===== src/hdl/ccf_pkg.sv =====
`default_nettype none

package ccf_pkg;

  localparam int unsigned SCR_BITS   = 11;
  localparam int unsigned POS_BITS   = 12;
  localparam int unsigned CRD_BITS   = 13;
  localparam int unsigned PIX_BITS   = 10;
  localparam int unsigned RAD_BITS   = 10;
  localparam int unsigned DLT_BITS   = 11;
  localparam int unsigned SQ_BITS    = 20;
  localparam int unsigned ADDR_BITS  = 20;
  localparam int unsigned COLOR_BITS = 32;
  localparam int unsigned PORT_COLOR_BITS = 32;

  localparam logic [SCR_BITS-1:0] MAX_SCREEN_WIDTH  = 11'd1024;
  localparam logic [SCR_BITS-1:0] MAX_SCREEN_HEIGHT = 11'd1024;
  localparam logic [SCR_BITS-1:0] RESET_WIDTH       = 11'd640;
  localparam logic [SCR_BITS-1:0] RESET_HEIGHT      = 11'd480;

  localparam int unsigned Q_DEPTH    = 4;
  localparam int unsigned Q_PTR_BITS = $clog2(Q_DEPTH);

  localparam logic OP_LOAD      = 1'b0;
  localparam logic OP_STEP      = 1'b1;
  localparam logic SHAPE_RECT   = 1'b0;
  localparam logic SHAPE_CIRCLE = 1'b1;

  localparam logic REG_SCREEN_WIDTH  = 1'b0;
  localparam logic REG_SCREEN_HEIGHT = 1'b1;

  // one raster iteration, classified by the front part
  typedef struct packed {
    logic                        active;
    logic                        kind;
    logic                        main_on;
    logic                        mirror_on;
    logic [PIX_BITS-1:0]         sx;
    logic [PIX_BITS-1:0]         sy;
    logic [PIX_BITS-1:0]         mx;
    logic signed [DLT_BITS-1:0]  dx;
    logic signed [DLT_BITS-1:0]  dy;
    logic [RAD_BITS-1:0]         radius;
    logic [COLOR_BITS-1:0]       color;
    logic                        done;
  } job_t;

  function automatic logic on_axis(logic signed [CRD_BITS-1:0] c,
                                   logic [SCR_BITS-1:0] lim);
    return !c[CRD_BITS-1] && (c[POS_BITS-1:0] < {1'b0, lim});
  endfunction

  function automatic logic [SCR_BITS-1:0] sat_dim(logic [SCR_BITS-1:0] v,
                                                  logic [SCR_BITS-1:0] maxv);
    return (v > maxv) ? maxv : v;
  endfunction

endpackage

`default_nettype wire


===== src/hdl/ccf_front.sv =====
`default_nettype none

module ccf_front import ccf_pkg::*; (
  input  wire logic                 clk,
  input  wire logic                 rst_n,
  input  wire logic                 accept,
  input  wire logic                 operation,
  input  wire logic                 shape_kind,
  input  wire logic [POS_BITS-1:0]  pos_x,
  input  wire logic [POS_BITS-1:0]  pos_y,
  input  wire logic [SCR_BITS-1:0]  extent_w,
  input  wire logic [SCR_BITS-1:0]  extent_h,
  input  wire logic [RAD_BITS-1:0]  circle_radius,
  input  wire logic [COLOR_BITS-1:0] fill_color,
  input  wire logic [SCR_BITS-1:0]  eff_w,
  input  wire logic [SCR_BITS-1:0]  eff_h,
  output logic                      push,
  output job_t                      job
);

  logic                  kind_r;
  logic [POS_BITS-1:0]   origin_x_r;
  logic [POS_BITS-1:0]   origin_y_r;
  logic [SCR_BITS-1:0]   row_limit_r;
  logic [SCR_BITS-1:0]   col_limit_r;
  logic [RAD_BITS-1:0]   radius_r;
  logic [COLOR_BITS-1:0] color_r;
  logic [SCR_BITS-1:0]   row_index_r;
  logic [SCR_BITS-1:0]   col_index_r;
  logic                  busy_r;

  logic signed [CRD_BITS-1:0] ox, oy, roff, sx, sy, mx;
  logic [SCR_BITS:0]          col_inc, row_inc;
  logic                       col_wrap, row_wrap;
  logic [SCR_BITS-1:0]        row_limit_nxt, col_limit_nxt;

  assign ox   = {origin_x_r[POS_BITS-1], origin_x_r};
  assign oy   = {origin_y_r[POS_BITS-1], origin_y_r};
  assign roff = (kind_r == SHAPE_CIRCLE) ? {3'b000, radius_r} : '0;
  assign sx   = ox + {2'b00, col_index_r} - roff;
  assign sy   = oy + {2'b00, row_index_r} - roff;
  assign mx   = ox + {3'b000, radius_r} - {2'b00, col_index_r};

  assign col_inc  = {1'b0, col_index_r} + 1'b1;
  assign row_inc  = {1'b0, row_index_r} + 1'b1;
  assign col_wrap = col_inc >= {1'b0, col_limit_r};
  assign row_wrap = row_inc >= {1'b0, row_limit_r};

  assign row_limit_nxt = (shape_kind == SHAPE_CIRCLE) ? {circle_radius, 1'b0} : extent_h;
  assign col_limit_nxt = (shape_kind == SHAPE_CIRCLE) ? {1'b0, circle_radius} : extent_w;

  assign push = accept && (operation == OP_STEP);

  always_comb begin
    job.active    = busy_r;
    job.kind      = kind_r;
    job.main_on   = on_axis(sx, eff_w) && on_axis(sy, eff_h);
    job.mirror_on = on_axis(mx, eff_w);
    job.sx        = sx[PIX_BITS-1:0];
    job.sy        = sy[PIX_BITS-1:0];
    job.mx        = mx[PIX_BITS-1:0];
    job.dx        = DLT_BITS'({1'b0, col_index_r} - {2'b00, radius_r});
    job.dy        = DLT_BITS'({1'b0, row_index_r} - {2'b00, radius_r});
    job.radius    = radius_r;
    job.color     = color_r;
    job.done      = !busy_r || (col_wrap && row_wrap);
  end

  always_ff @(posedge clk) begin
    if (!rst_n) begin
      kind_r      <= SHAPE_RECT;
      origin_x_r  <= '0;
      origin_y_r  <= '0;
      row_limit_r <= '0;
      col_limit_r <= '0;
      radius_r    <= '0;
      color_r     <= '0;
      row_index_r <= '0;
      col_index_r <= '0;
      busy_r      <= 1'b0;
    end else if (accept) begin
      if (operation == OP_LOAD) begin
        kind_r      <= shape_kind;
        origin_x_r  <= pos_x;
        origin_y_r  <= pos_y;
        radius_r    <= circle_radius;
        color_r     <= fill_color;
        row_limit_r <= row_limit_nxt;
        col_limit_r <= col_limit_nxt;
        row_index_r <= '0;
        col_index_r <= '0;
        busy_r      <= (row_limit_nxt != '0) && (col_limit_nxt != '0);
      end else if (busy_r) begin
        if (col_wrap) begin
          col_index_r <= '0;
          if (row_wrap) begin
            row_index_r <= '0;
            busy_r      <= 1'b0;
          end else begin
            row_index_r <= row_inc[SCR_BITS-1:0];
          end
        end else begin
          col_index_r <= col_inc[SCR_BITS-1:0];
        end
      end
    end
  end

endmodule

`default_nettype wire


===== src/hdl/ccf_queue.sv =====
`default_nettype none

module ccf_queue import ccf_pkg::*; (
  input  wire logic clk,
  input  wire logic rst_n,
  input  wire logic push,
  input  job_t      push_data,
  output logic      full,
  input  wire logic pop,
  output logic      pop_valid,
  output job_t      pop_data
);

  job_t                  slot_r [Q_DEPTH];
  logic [Q_PTR_BITS-1:0] wr_ptr_r, rd_ptr_r;
  logic [Q_PTR_BITS:0]   count_r;
  logic                  do_push, do_pop;

  assign full      = count_r == (Q_PTR_BITS+1)'(Q_DEPTH);
  assign pop_valid = count_r != '0;
  assign pop_data  = slot_r[rd_ptr_r];
  assign do_push   = push && !full;
  assign do_pop    = pop && pop_valid;

  always_ff @(posedge clk) begin
    if (do_push) begin
      slot_r[wr_ptr_r] <= push_data;
    end
  end

  always_ff @(posedge clk) begin
    if (!rst_n) begin
      wr_ptr_r <= '0;
      rd_ptr_r <= '0;
      count_r  <= '0;
    end else begin
      if (do_push) begin
        wr_ptr_r <= wr_ptr_r + 1'b1;
      end
      if (do_pop) begin
        rd_ptr_r <= rd_ptr_r + 1'b1;
      end
      if (do_push && !do_pop) begin
        count_r <= count_r + 1'b1;
      end else if (do_pop && !do_push) begin
        count_r <= count_r - 1'b1;
      end
    end
  end

endmodule

`default_nettype wire


===== src/hdl/ccf_back.sv =====
`default_nettype none

module ccf_back import ccf_pkg::*; (
  input  wire logic                     clk,
  input  wire logic                     rst_n,
  input  wire logic                     job_valid,
  input  job_t                          job,
  output logic                          job_pop,
  input  wire logic [SCR_BITS-1:0]      eff_w,
  output logic                          out_valid,
  input  wire logic                     out_ready,
  output logic                          out_main_valid,
  output logic [ADDR_BITS-1:0]          out_main_address,
  output logic                          out_mirror_valid,
  output logic [ADDR_BITS-1:0]          out_mirror_address,
  output logic [PORT_COLOR_BITS-1:0]    out_pixel_color,
  output logic                          out_walk_done
);

  typedef struct packed {
    logic                  active;
    logic                  kind;
    logic                  main_on;
    logic                  mirror_on;
    logic [PIX_BITS-1:0]   sx;
    logic [PIX_BITS-1:0]   mx;
    logic [ADDR_BITS-1:0]  row_base;
    logic [SQ_BITS-1:0]    dx2;
    logic [SQ_BITS-1:0]    dy2;
    logic [SQ_BITS-1:0]    rsq;
    logic [COLOR_BITS-1:0] color;
    logic                  done;
  } prod_t;

  logic  s1_v_r;
  prod_t s1_r, s1_nxt;
  logic  out_adv, s1_ready;

  logic signed [2*DLT_BITS-1:0] dx2_full, dy2_full;
  logic [2*RAD_BITS-1:0]        rsq_full;
  logic [PIX_BITS+SCR_BITS-1:0] base_full;

  logic [SQ_BITS:0]     dsum;
  logic                 disc_hit, mv_nxt, rv_nxt;
  logic [ADDR_BITS-1:0] ma_nxt, ra_nxt;

  logic                        main_valid_r, mirror_valid_r, walk_done_r;
  logic [ADDR_BITS-1:0]        main_address_r, mirror_address_r;
  logic [PORT_COLOR_BITS-1:0]  pixel_color_r;
  logic                        out_v_r;

  assign out_adv  = !out_v_r || out_ready;
  assign s1_ready = !s1_v_r || out_adv;
  assign job_pop  = job_valid && s1_ready;

  // stage one: the squares and the row base
  assign dx2_full  = job.dx * job.dx;
  assign dy2_full  = job.dy * job.dy;
  assign rsq_full  = job.radius * job.radius;
  assign base_full = job.sy * eff_w;

  always_comb begin
    s1_nxt.active    = job.active;
    s1_nxt.kind      = job.kind;
    s1_nxt.main_on   = job.main_on;
    s1_nxt.mirror_on = job.mirror_on;
    s1_nxt.sx        = job.sx;
    s1_nxt.mx        = job.mx;
    s1_nxt.row_base  = base_full[ADDR_BITS-1:0];
    s1_nxt.dx2       = dx2_full[SQ_BITS-1:0];
    s1_nxt.dy2       = dy2_full[SQ_BITS-1:0];
    s1_nxt.rsq       = rsq_full[SQ_BITS-1:0];
    s1_nxt.color     = job.color;
    s1_nxt.done      = job.done;
  end

  // stage two: radius test and address add
  assign dsum     = {1'b0, s1_r.dx2} + {1'b0, s1_r.dy2};
  assign disc_hit = dsum <= {1'b0, s1_r.rsq};
  assign mv_nxt = s1_r.active && s1_r.main_on && ((s1_r.kind == SHAPE_RECT) || disc_hit);
  assign rv_nxt = mv_nxt && (s1_r.kind == SHAPE_CIRCLE) && s1_r.mirror_on;
  assign ma_nxt = mv_nxt ? s1_r.row_base + {{(ADDR_BITS-PIX_BITS){1'b0}}, s1_r.sx} : '0;
  assign ra_nxt = rv_nxt ? s1_r.row_base + {{(ADDR_BITS-PIX_BITS){1'b0}}, s1_r.mx} : '0;

  always_ff @(posedge clk) begin
    if (!rst_n) begin
      s1_v_r  <= 1'b0;
      out_v_r <= 1'b0;
    end else begin
      if (s1_ready) begin
        s1_v_r <= job_valid;
      end
      if (out_adv) begin
        out_v_r <= s1_v_r;
      end
    end
  end

  always_ff @(posedge clk) begin
    if (job_pop) begin
      s1_r <= s1_nxt;
    end
    if (out_adv && s1_v_r) begin
      main_valid_r      <= mv_nxt;
      main_address_r    <= ma_nxt;
      mirror_valid_r    <= rv_nxt;
      mirror_address_r  <= ra_nxt;
      pixel_color_r     <= PORT_COLOR_BITS'(s1_r.color);
      walk_done_r       <= s1_r.done;
    end
  end

  assign out_valid          = out_v_r;
  assign out_main_valid     = main_valid_r;
  assign out_main_address   = main_address_r;
  assign out_mirror_valid   = mirror_valid_r;
  assign out_mirror_address = mirror_address_r;
  assign out_pixel_color    = pixel_color_r;
  assign out_walk_done      = walk_done_r;

endmodule

`default_nettype wire


===== src/hdl/clipped_rect_circle_fill_top.sv =====
`default_nettype none

// Rectangle and filled-circle fill engine with screen clipping. A load item
// (operation 0) latches a shape and its colour and gives no result; each step
// item (operation 1) gives exactly one result: up to two pixel writes as linear
// addresses y*width+x, the colour, and walk_done on the last iteration or when
// idle. One item is taken per clock while the queue is not full: the front part
// tracks the walk and classifies each iteration combinationally, a four-entry
// queue decouples it from the back part, which spends two register stages
// (squares and row base, then radius test and address add) before the result
// is presented. in_ready drops only when the queue is full because results
// are not being taken. Write
// screen_width/screen_height only while idle; values above 1024 are treated as 1024.
module clipped_rect_circle_fill_top import ccf_pkg::*; (
  input  wire logic                        clk,
  input  wire logic                        rst_n,
  input  wire logic                        in_valid,
  output logic                             in_ready,
  input  wire logic                        in_operation,
  input  wire logic                        in_shape_kind,
  input  wire logic [POS_BITS-1:0]         in_pos_x,
  input  wire logic [POS_BITS-1:0]         in_pos_y,
  input  wire logic [SCR_BITS-1:0]         in_extent_w,
  input  wire logic [SCR_BITS-1:0]         in_extent_h,
  input  wire logic [RAD_BITS-1:0]         in_circle_radius,
  input  wire logic [PORT_COLOR_BITS-1:0]  in_fill_color,
  output logic                             out_valid,
  input  wire logic                        out_ready,
  output logic                             out_main_valid,
  output logic [ADDR_BITS-1:0]             out_main_address,
  output logic                             out_mirror_valid,
  output logic [ADDR_BITS-1:0]             out_mirror_address,
  output logic [PORT_COLOR_BITS-1:0]       out_pixel_color,
  output logic                             out_walk_done,
  input  wire logic                        cfg_write_en,
  input  wire logic                        cfg_index,
  input  wire logic [SCR_BITS-1:0]         cfg_data
);

  logic [SCR_BITS-1:0] screen_width_r, screen_height_r;
  logic [SCR_BITS-1:0] eff_w, eff_h;
  logic                q_full, q_valid, q_pop, push, accept;
  job_t                push_job, pop_job;

  always_ff @(posedge clk) begin
    if (!rst_n) begin
      screen_width_r  <= RESET_WIDTH;
      screen_height_r <= RESET_HEIGHT;
    end else if (cfg_write_en) begin
      case (cfg_index)
        REG_SCREEN_WIDTH:  screen_width_r  <= cfg_data;
        REG_SCREEN_HEIGHT: screen_height_r <= cfg_data;
        default: ;
      endcase
    end
  end

  assign eff_w    = sat_dim(screen_width_r, MAX_SCREEN_WIDTH);
  assign eff_h    = sat_dim(screen_height_r, MAX_SCREEN_HEIGHT);
  assign in_ready = !q_full;
  assign accept   = in_valid && in_ready;

  ccf_front u_front (
    .clk           (clk),
    .rst_n         (rst_n),
    .accept        (accept),
    .operation     (in_operation),
    .shape_kind    (in_shape_kind),
    .pos_x         (in_pos_x),
    .pos_y         (in_pos_y),
    .extent_w      (in_extent_w),
    .extent_h      (in_extent_h),
    .circle_radius (in_circle_radius),
    .fill_color    (in_fill_color[COLOR_BITS-1:0]),
    .eff_w         (eff_w),
    .eff_h         (eff_h),
    .push          (push),
    .job           (push_job)
  );

  ccf_queue u_queue (
    .clk       (clk),
    .rst_n     (rst_n),
    .push      (push),
    .push_data (push_job),
    .full      (q_full),
    .pop       (q_pop),
    .pop_valid (q_valid),
    .pop_data  (pop_job)
  );

  ccf_back u_back (
    .clk                (clk),
    .rst_n              (rst_n),
    .job_valid          (q_valid),
    .job                (pop_job),
    .job_pop            (q_pop),
    .eff_w              (eff_w),
    .out_valid          (out_valid),
    .out_ready          (out_ready),
    .out_main_valid     (out_main_valid),
    .out_main_address   (out_main_address),
    .out_mirror_valid   (out_mirror_valid),
    .out_mirror_address (out_mirror_address),
    .out_pixel_color    (out_pixel_color),
    .out_walk_done      (out_walk_done)
  );

`ifndef NO_ASSERTIONS
  // a mirror pixel is only ever written alongside its main pixel
  a_mirror_needs_main: assert property (@(posedge clk) disable iff (!rst_n)
    out_valid |-> (!out_mirror_valid || out_main_valid))
    else $error("mirror write without main write");

  // skipped pixels report a zero address
  a_zero_addr: assert property (@(posedge clk) disable iff (!rst_n)
    (out_valid && !out_main_valid) |-> (out_main_address == '0))
    else $error("non-zero address on skipped pixel");

  // the queue can only fill up behind a stalled result
  a_full_means_stall: assert property (@(posedge clk) disable iff (!rst_n)
    !in_ready |-> out_valid)
    else $error("input stalled with no result pending");
`endif

endmodule

`default_nettype wire


===== config.mk =====
export PLATFORM = sky130hd
export DESIGN_NAME = clipped_rect_circle_fill_top
export DESIGN_NICKNAME = d
export VERILOG_FILES = /design/src/hdl/ccf_pkg.sv /design/src/hdl/ccf_front.sv /design/src/hdl/ccf_queue.sv /design/src/hdl/ccf_back.sv /design/src/hdl/clipped_rect_circle_fill_top.sv
export SDC_FILE = /design/constraint.sdc
export NUM_CORES = 2
export LEC_CHECK = 0
export BUFFER_PORTS_ARGS = -buffer_cell sky130_fd_sc_hd__buf_2
export CORE_MARGIN = 1.5
export CORE_UTILIZATION = 40
export CTS_CLUSTER_DIAMETER = 50
export CTS_CLUSTER_SIZE = 28
export DETAILED_ROUTE_END_ITERATION = 16
export SYNTH_ARGS = -nofsm -noshare
export SYNTH_HDL_FRONTEND = slang
export SYNTH_SLANG_ARGS = --single-unit

===== constraint.sdc =====
create_clock -name clk -period 10.3 [get_ports clk]
set_clock_uncertainty 0.2 [all_clocks]
set_input_delay 0 -clock clk [delete_from_list [all_inputs] [get_ports clk]]
set_output_delay 0 -clock clk [all_outputs]
set_load 0.01 [all_outputs]

==> summary.md <==
| Metric | Value |
|---|---|
| Reg2Reg Setup Slack | 2.79 ns |
| Cell Count, Final, Fillers Out | 6171 |
| Critical Path Sink Type | flip-flop |
| Clock H-tree levels | 3 |
| Sequential-to-total area share from yosys stat | 0.4440 |
| Hold Path Stages | 5 |
| Max-cap violations | 0 |
| Fin crit share | 0.7291 |
| Average instance area after synthesis | 11.72 um2 |
| Clock insertion delay at the later pin of the skew report | ~0.69 ns |
| Clock tree from TritonCTS | yes |
| Final setup viols | 0 |
| Endpoint of the most critical register-to-register path | u_back.s1_r[112] |
| Largest buffer count on any clock path | 3 |
| Yosys reg bits | 750 |
| Count of antenna-violating nets left after detailed routing | 0 |
| Aggregate global-route resource usage | 0.1858 |
| CP most frequent cell | fa_1 |
| Clock buffer count from CTS | 82 |
| Vias | around 31000 |
| Syn Nets | 4855 |
| Flip-flop cell with the highest count after synthesis | edfxtp_1 |
| Timing-limited maximum frequency | 0.1332 GHz |
| Input/output buffers | approximately 180 |
| Placed wire-length estimate after detailed placement | 78.35 mm |
| Depth of the worst register-to-register path | 20 |
| Setup Slack @ Placement | ~2.7 ns |
| Clock-pin transition on the worst setup and hold timing paths | 0.08 ns |
| Crit-path max FO | 58 |
| Sort of element at the start of the critical path | flip-flop |
| Root buf cell | clkbuf_16 |
| I/O pin cnt | 184 |
| First-iteration detailed-routing DRC count | 1655 |
| CORE AREA | between 100000 and 150000 um2 |
| CP Data Arrival Time | ~7.7 ns |
| HP Start | out_ready |
| Hold Path Sink | u_back.s1_v_r |
| Wire length per cell | 17.80 um |
| Syn. warnings | 0 |
| Delay contributed by the slowest stage of the critical path | 0.92 ns |
| Library cell contributing the largest single delay on the critical path | dfxtp_4 |
| Final Slew Violations | 0 |
| Number of enable flip-flop cells after synthesis | 605 |
| Residual DRC | 0 |
| Synth-to-Final Area Change | 19.16% |
| Worst hold path type | in -> reg |
| Final core area utilization | 0.4795 |
| Required time of the critical path | 10.53 ns |
| GRT overflow | 0 |
| Critical path buffer and inverter count | 3 |
| Number of nets in the layout | ~5400 |
| Die Y-Extent | 347.4 um |
| Actual transition at the worst max-transition pin | about 1.1 ns |
| Final Wtd Congestion | 0.8855 |
| Cell class contributing the biggest share of worst-path delay | adder cells |
| Number of placed cells counting well taps | 5682 |
| Minimum setup slack in the final design | 2.790 ns |
| Initial antenna violation count | 3 |
| Layout cell share with drive strength beyond 1 | 0.1079 |
| Number of global-route vias before repair | roughly 32000 |
| Global-route wire length before repair | approximately 180 mm |
| Async set or reset register ratio after synthesis | 0 |
| Min Tclk post-route | between 7 and 8 ns |
| Synth Instances | 4048 |
| Unrepaired setup endpoints after global routing | no |
| Pin count of the biggest net entering global routing | 95 |
| Distinct cell type count after synthesis | 78 |
| Overall die area | 120700 um2 |
| Total negative slack | 0 ns |
| Effective utilization at floorplan | 0.4024 |
| Cell Area, Synth | ~47000 um2 |
| Number of clock sinks seen by CTS | 750 |
| Endpoints failing hold | 0 |
| Critical path, cell by cell | buf_4, mux2_2, o21ai_1, nor2_1, fa_1, fa_1, fa_1, fa_1, inv_1, fa_1, inv_1, ha_1, a21o_1, nand2_1, o2111ai_1, a31oi_1, nor2b_1, o21a_1, o41ai_1, xnor2_1 |
| Detailed-router iteration count before antenna repair | 7 |
| Relative slew slack | 0.2590 |
| Via-per-instance ratio | about 5.0 |
| Crit path kind | reg -> reg |
| Total wire length | about 110 mm |
| Die Width | about 350 um |
| Result of the run | completed |
| Number of core rows | between 100 and 150 |
==> state kept, by name, indices dropped and copies added (netlist names), 12 cells and up, named ones only <==
name and count:
u_back.out_main_address 20, u_back.out_pixel_color 32, u_front.color_r 32, u_back.s1_r 134
u_front.origin_y_r 12, u_queue.slot_r 396, u_back.out_mirror_address 20, u_front.origin_x_r 12
==> through the flow <==
| stage | hold slack (ns) | area, um2 |
|---|---|---|
| 2_1_floorplan | -0.07603 | 47450 |
| 3_3_place_gp | 0.05192 | 50100 |
| 3_5_place_dp | 0.06424 | 50100 |
| 4_1_cts | 0.03589 | 56540 |
| 5_1_grt | 0.1282 | 56540 |
| 6_report | 0.07660 | 56540 |
==> how the worst max path moves through the flow <==
stage / from / endpoint / slack, ns / cells after the start
global placement: flip-flop / u_back.s1_r[112] / 2.81 / 22
detailed placement: flip-flop / u_back.s1_r[112] / 2.71 / 22
finish: flip-flop / u_back.s1_r[112] / 2.79 / 20
floorplan: u_back.out_valid / u_queue.count_r[2] / 1.43 / 9
CTS: flip-flop / u_back.s1_r[72] / 2.70 / 21
global route: flip-flop / u_back.s1_r[71] / 2.19 / 20
==> area by class of cell <==
cell class | count | area, um2
fill | 10520 | 61380
multi-input combinational | 2561 | 23640
sequential | 750 | 21080
timing repair buffer | 545 | 4474
inverter | 625 | 2346
clock buffer | 86 | 2077
tap | 1536 | 1922
clock inverter | 67 | 1007
antenna | 1 | 2.502
==> cell usage after synthesis, drive strengths merged (83+ instances only) <==
master,n,share of area
mux4,83,0.039
dfxtp,145,0.061
and2,95,0.013
ha,360,0.095
inv,623,0.049
xnor2,162,0.030
fa,340,0.14
a21boi,100,0.016
a21oi,120,0.013
o21ai,100,0.011
edfxtp,605,0.38
nand2,427,0.034
nor2,227,0.018
==> worst register-to-register path: cells and delay by family, from the launching register on <==
family          cells  cell delay, ns
simple gates        3            0.30
xor+xnor            1            0.13
buf+inv             3            0.97
flops               1            0.92
compound gates      6            1.57
fa+ha+maj           6            2.75
mux                 1            0.44
==> routing by layer <==
layer	vias up	part of all wire	GRT usage
met3	124	0.048	0.02795
met4	0	0.021	0.04780
met5	-	0	0
met2	631	0.47	0.3068
li1	14760	-	-
met1	15430	0.46	0.2561
==> repair_timing <==
action | in CTS | in global routing
hold buffers | 335 | 0
resized for setup | 0 | 0
endpoints found under the hold margin | 292 | 0
setup endpoints to repair | 0 | 0
setup buffers | 0 | 0
==> placed cells by master (no fill, tap or decap), drive strengths merged, types with 120 or more instances in the layout <==
cell / n
nand2: 427
a21oi: 120
buf: 210
xnor2: 162
edfxtp: 605
ha: 360
inv: 649
dfxtp: 145
nor2: 227
fa: 340
dlygate4sd3: 335
==> logic make-up (layout without fill, tap and decap cells) <==
kind of cell / after synthesis / after routing / synth area share
simple gates: 1009 / 1009 / 0.09727
other cells: 0 / 1 / 0
buf+inv: 737 / 1323 / 0.05896
compound gates: 512 / 512 / 0.07249
xor+xnor: 198 / 198 / 0.03655
flops: 750 / 750 / 0.4440
fa+ha+maj: 700 / 700 / 0.2384
mux: 142 / 142 / 0.05234
Power is not shown: default switching activity piles up to over one toggle a cycle in this logic, so the estimate is an artifact.
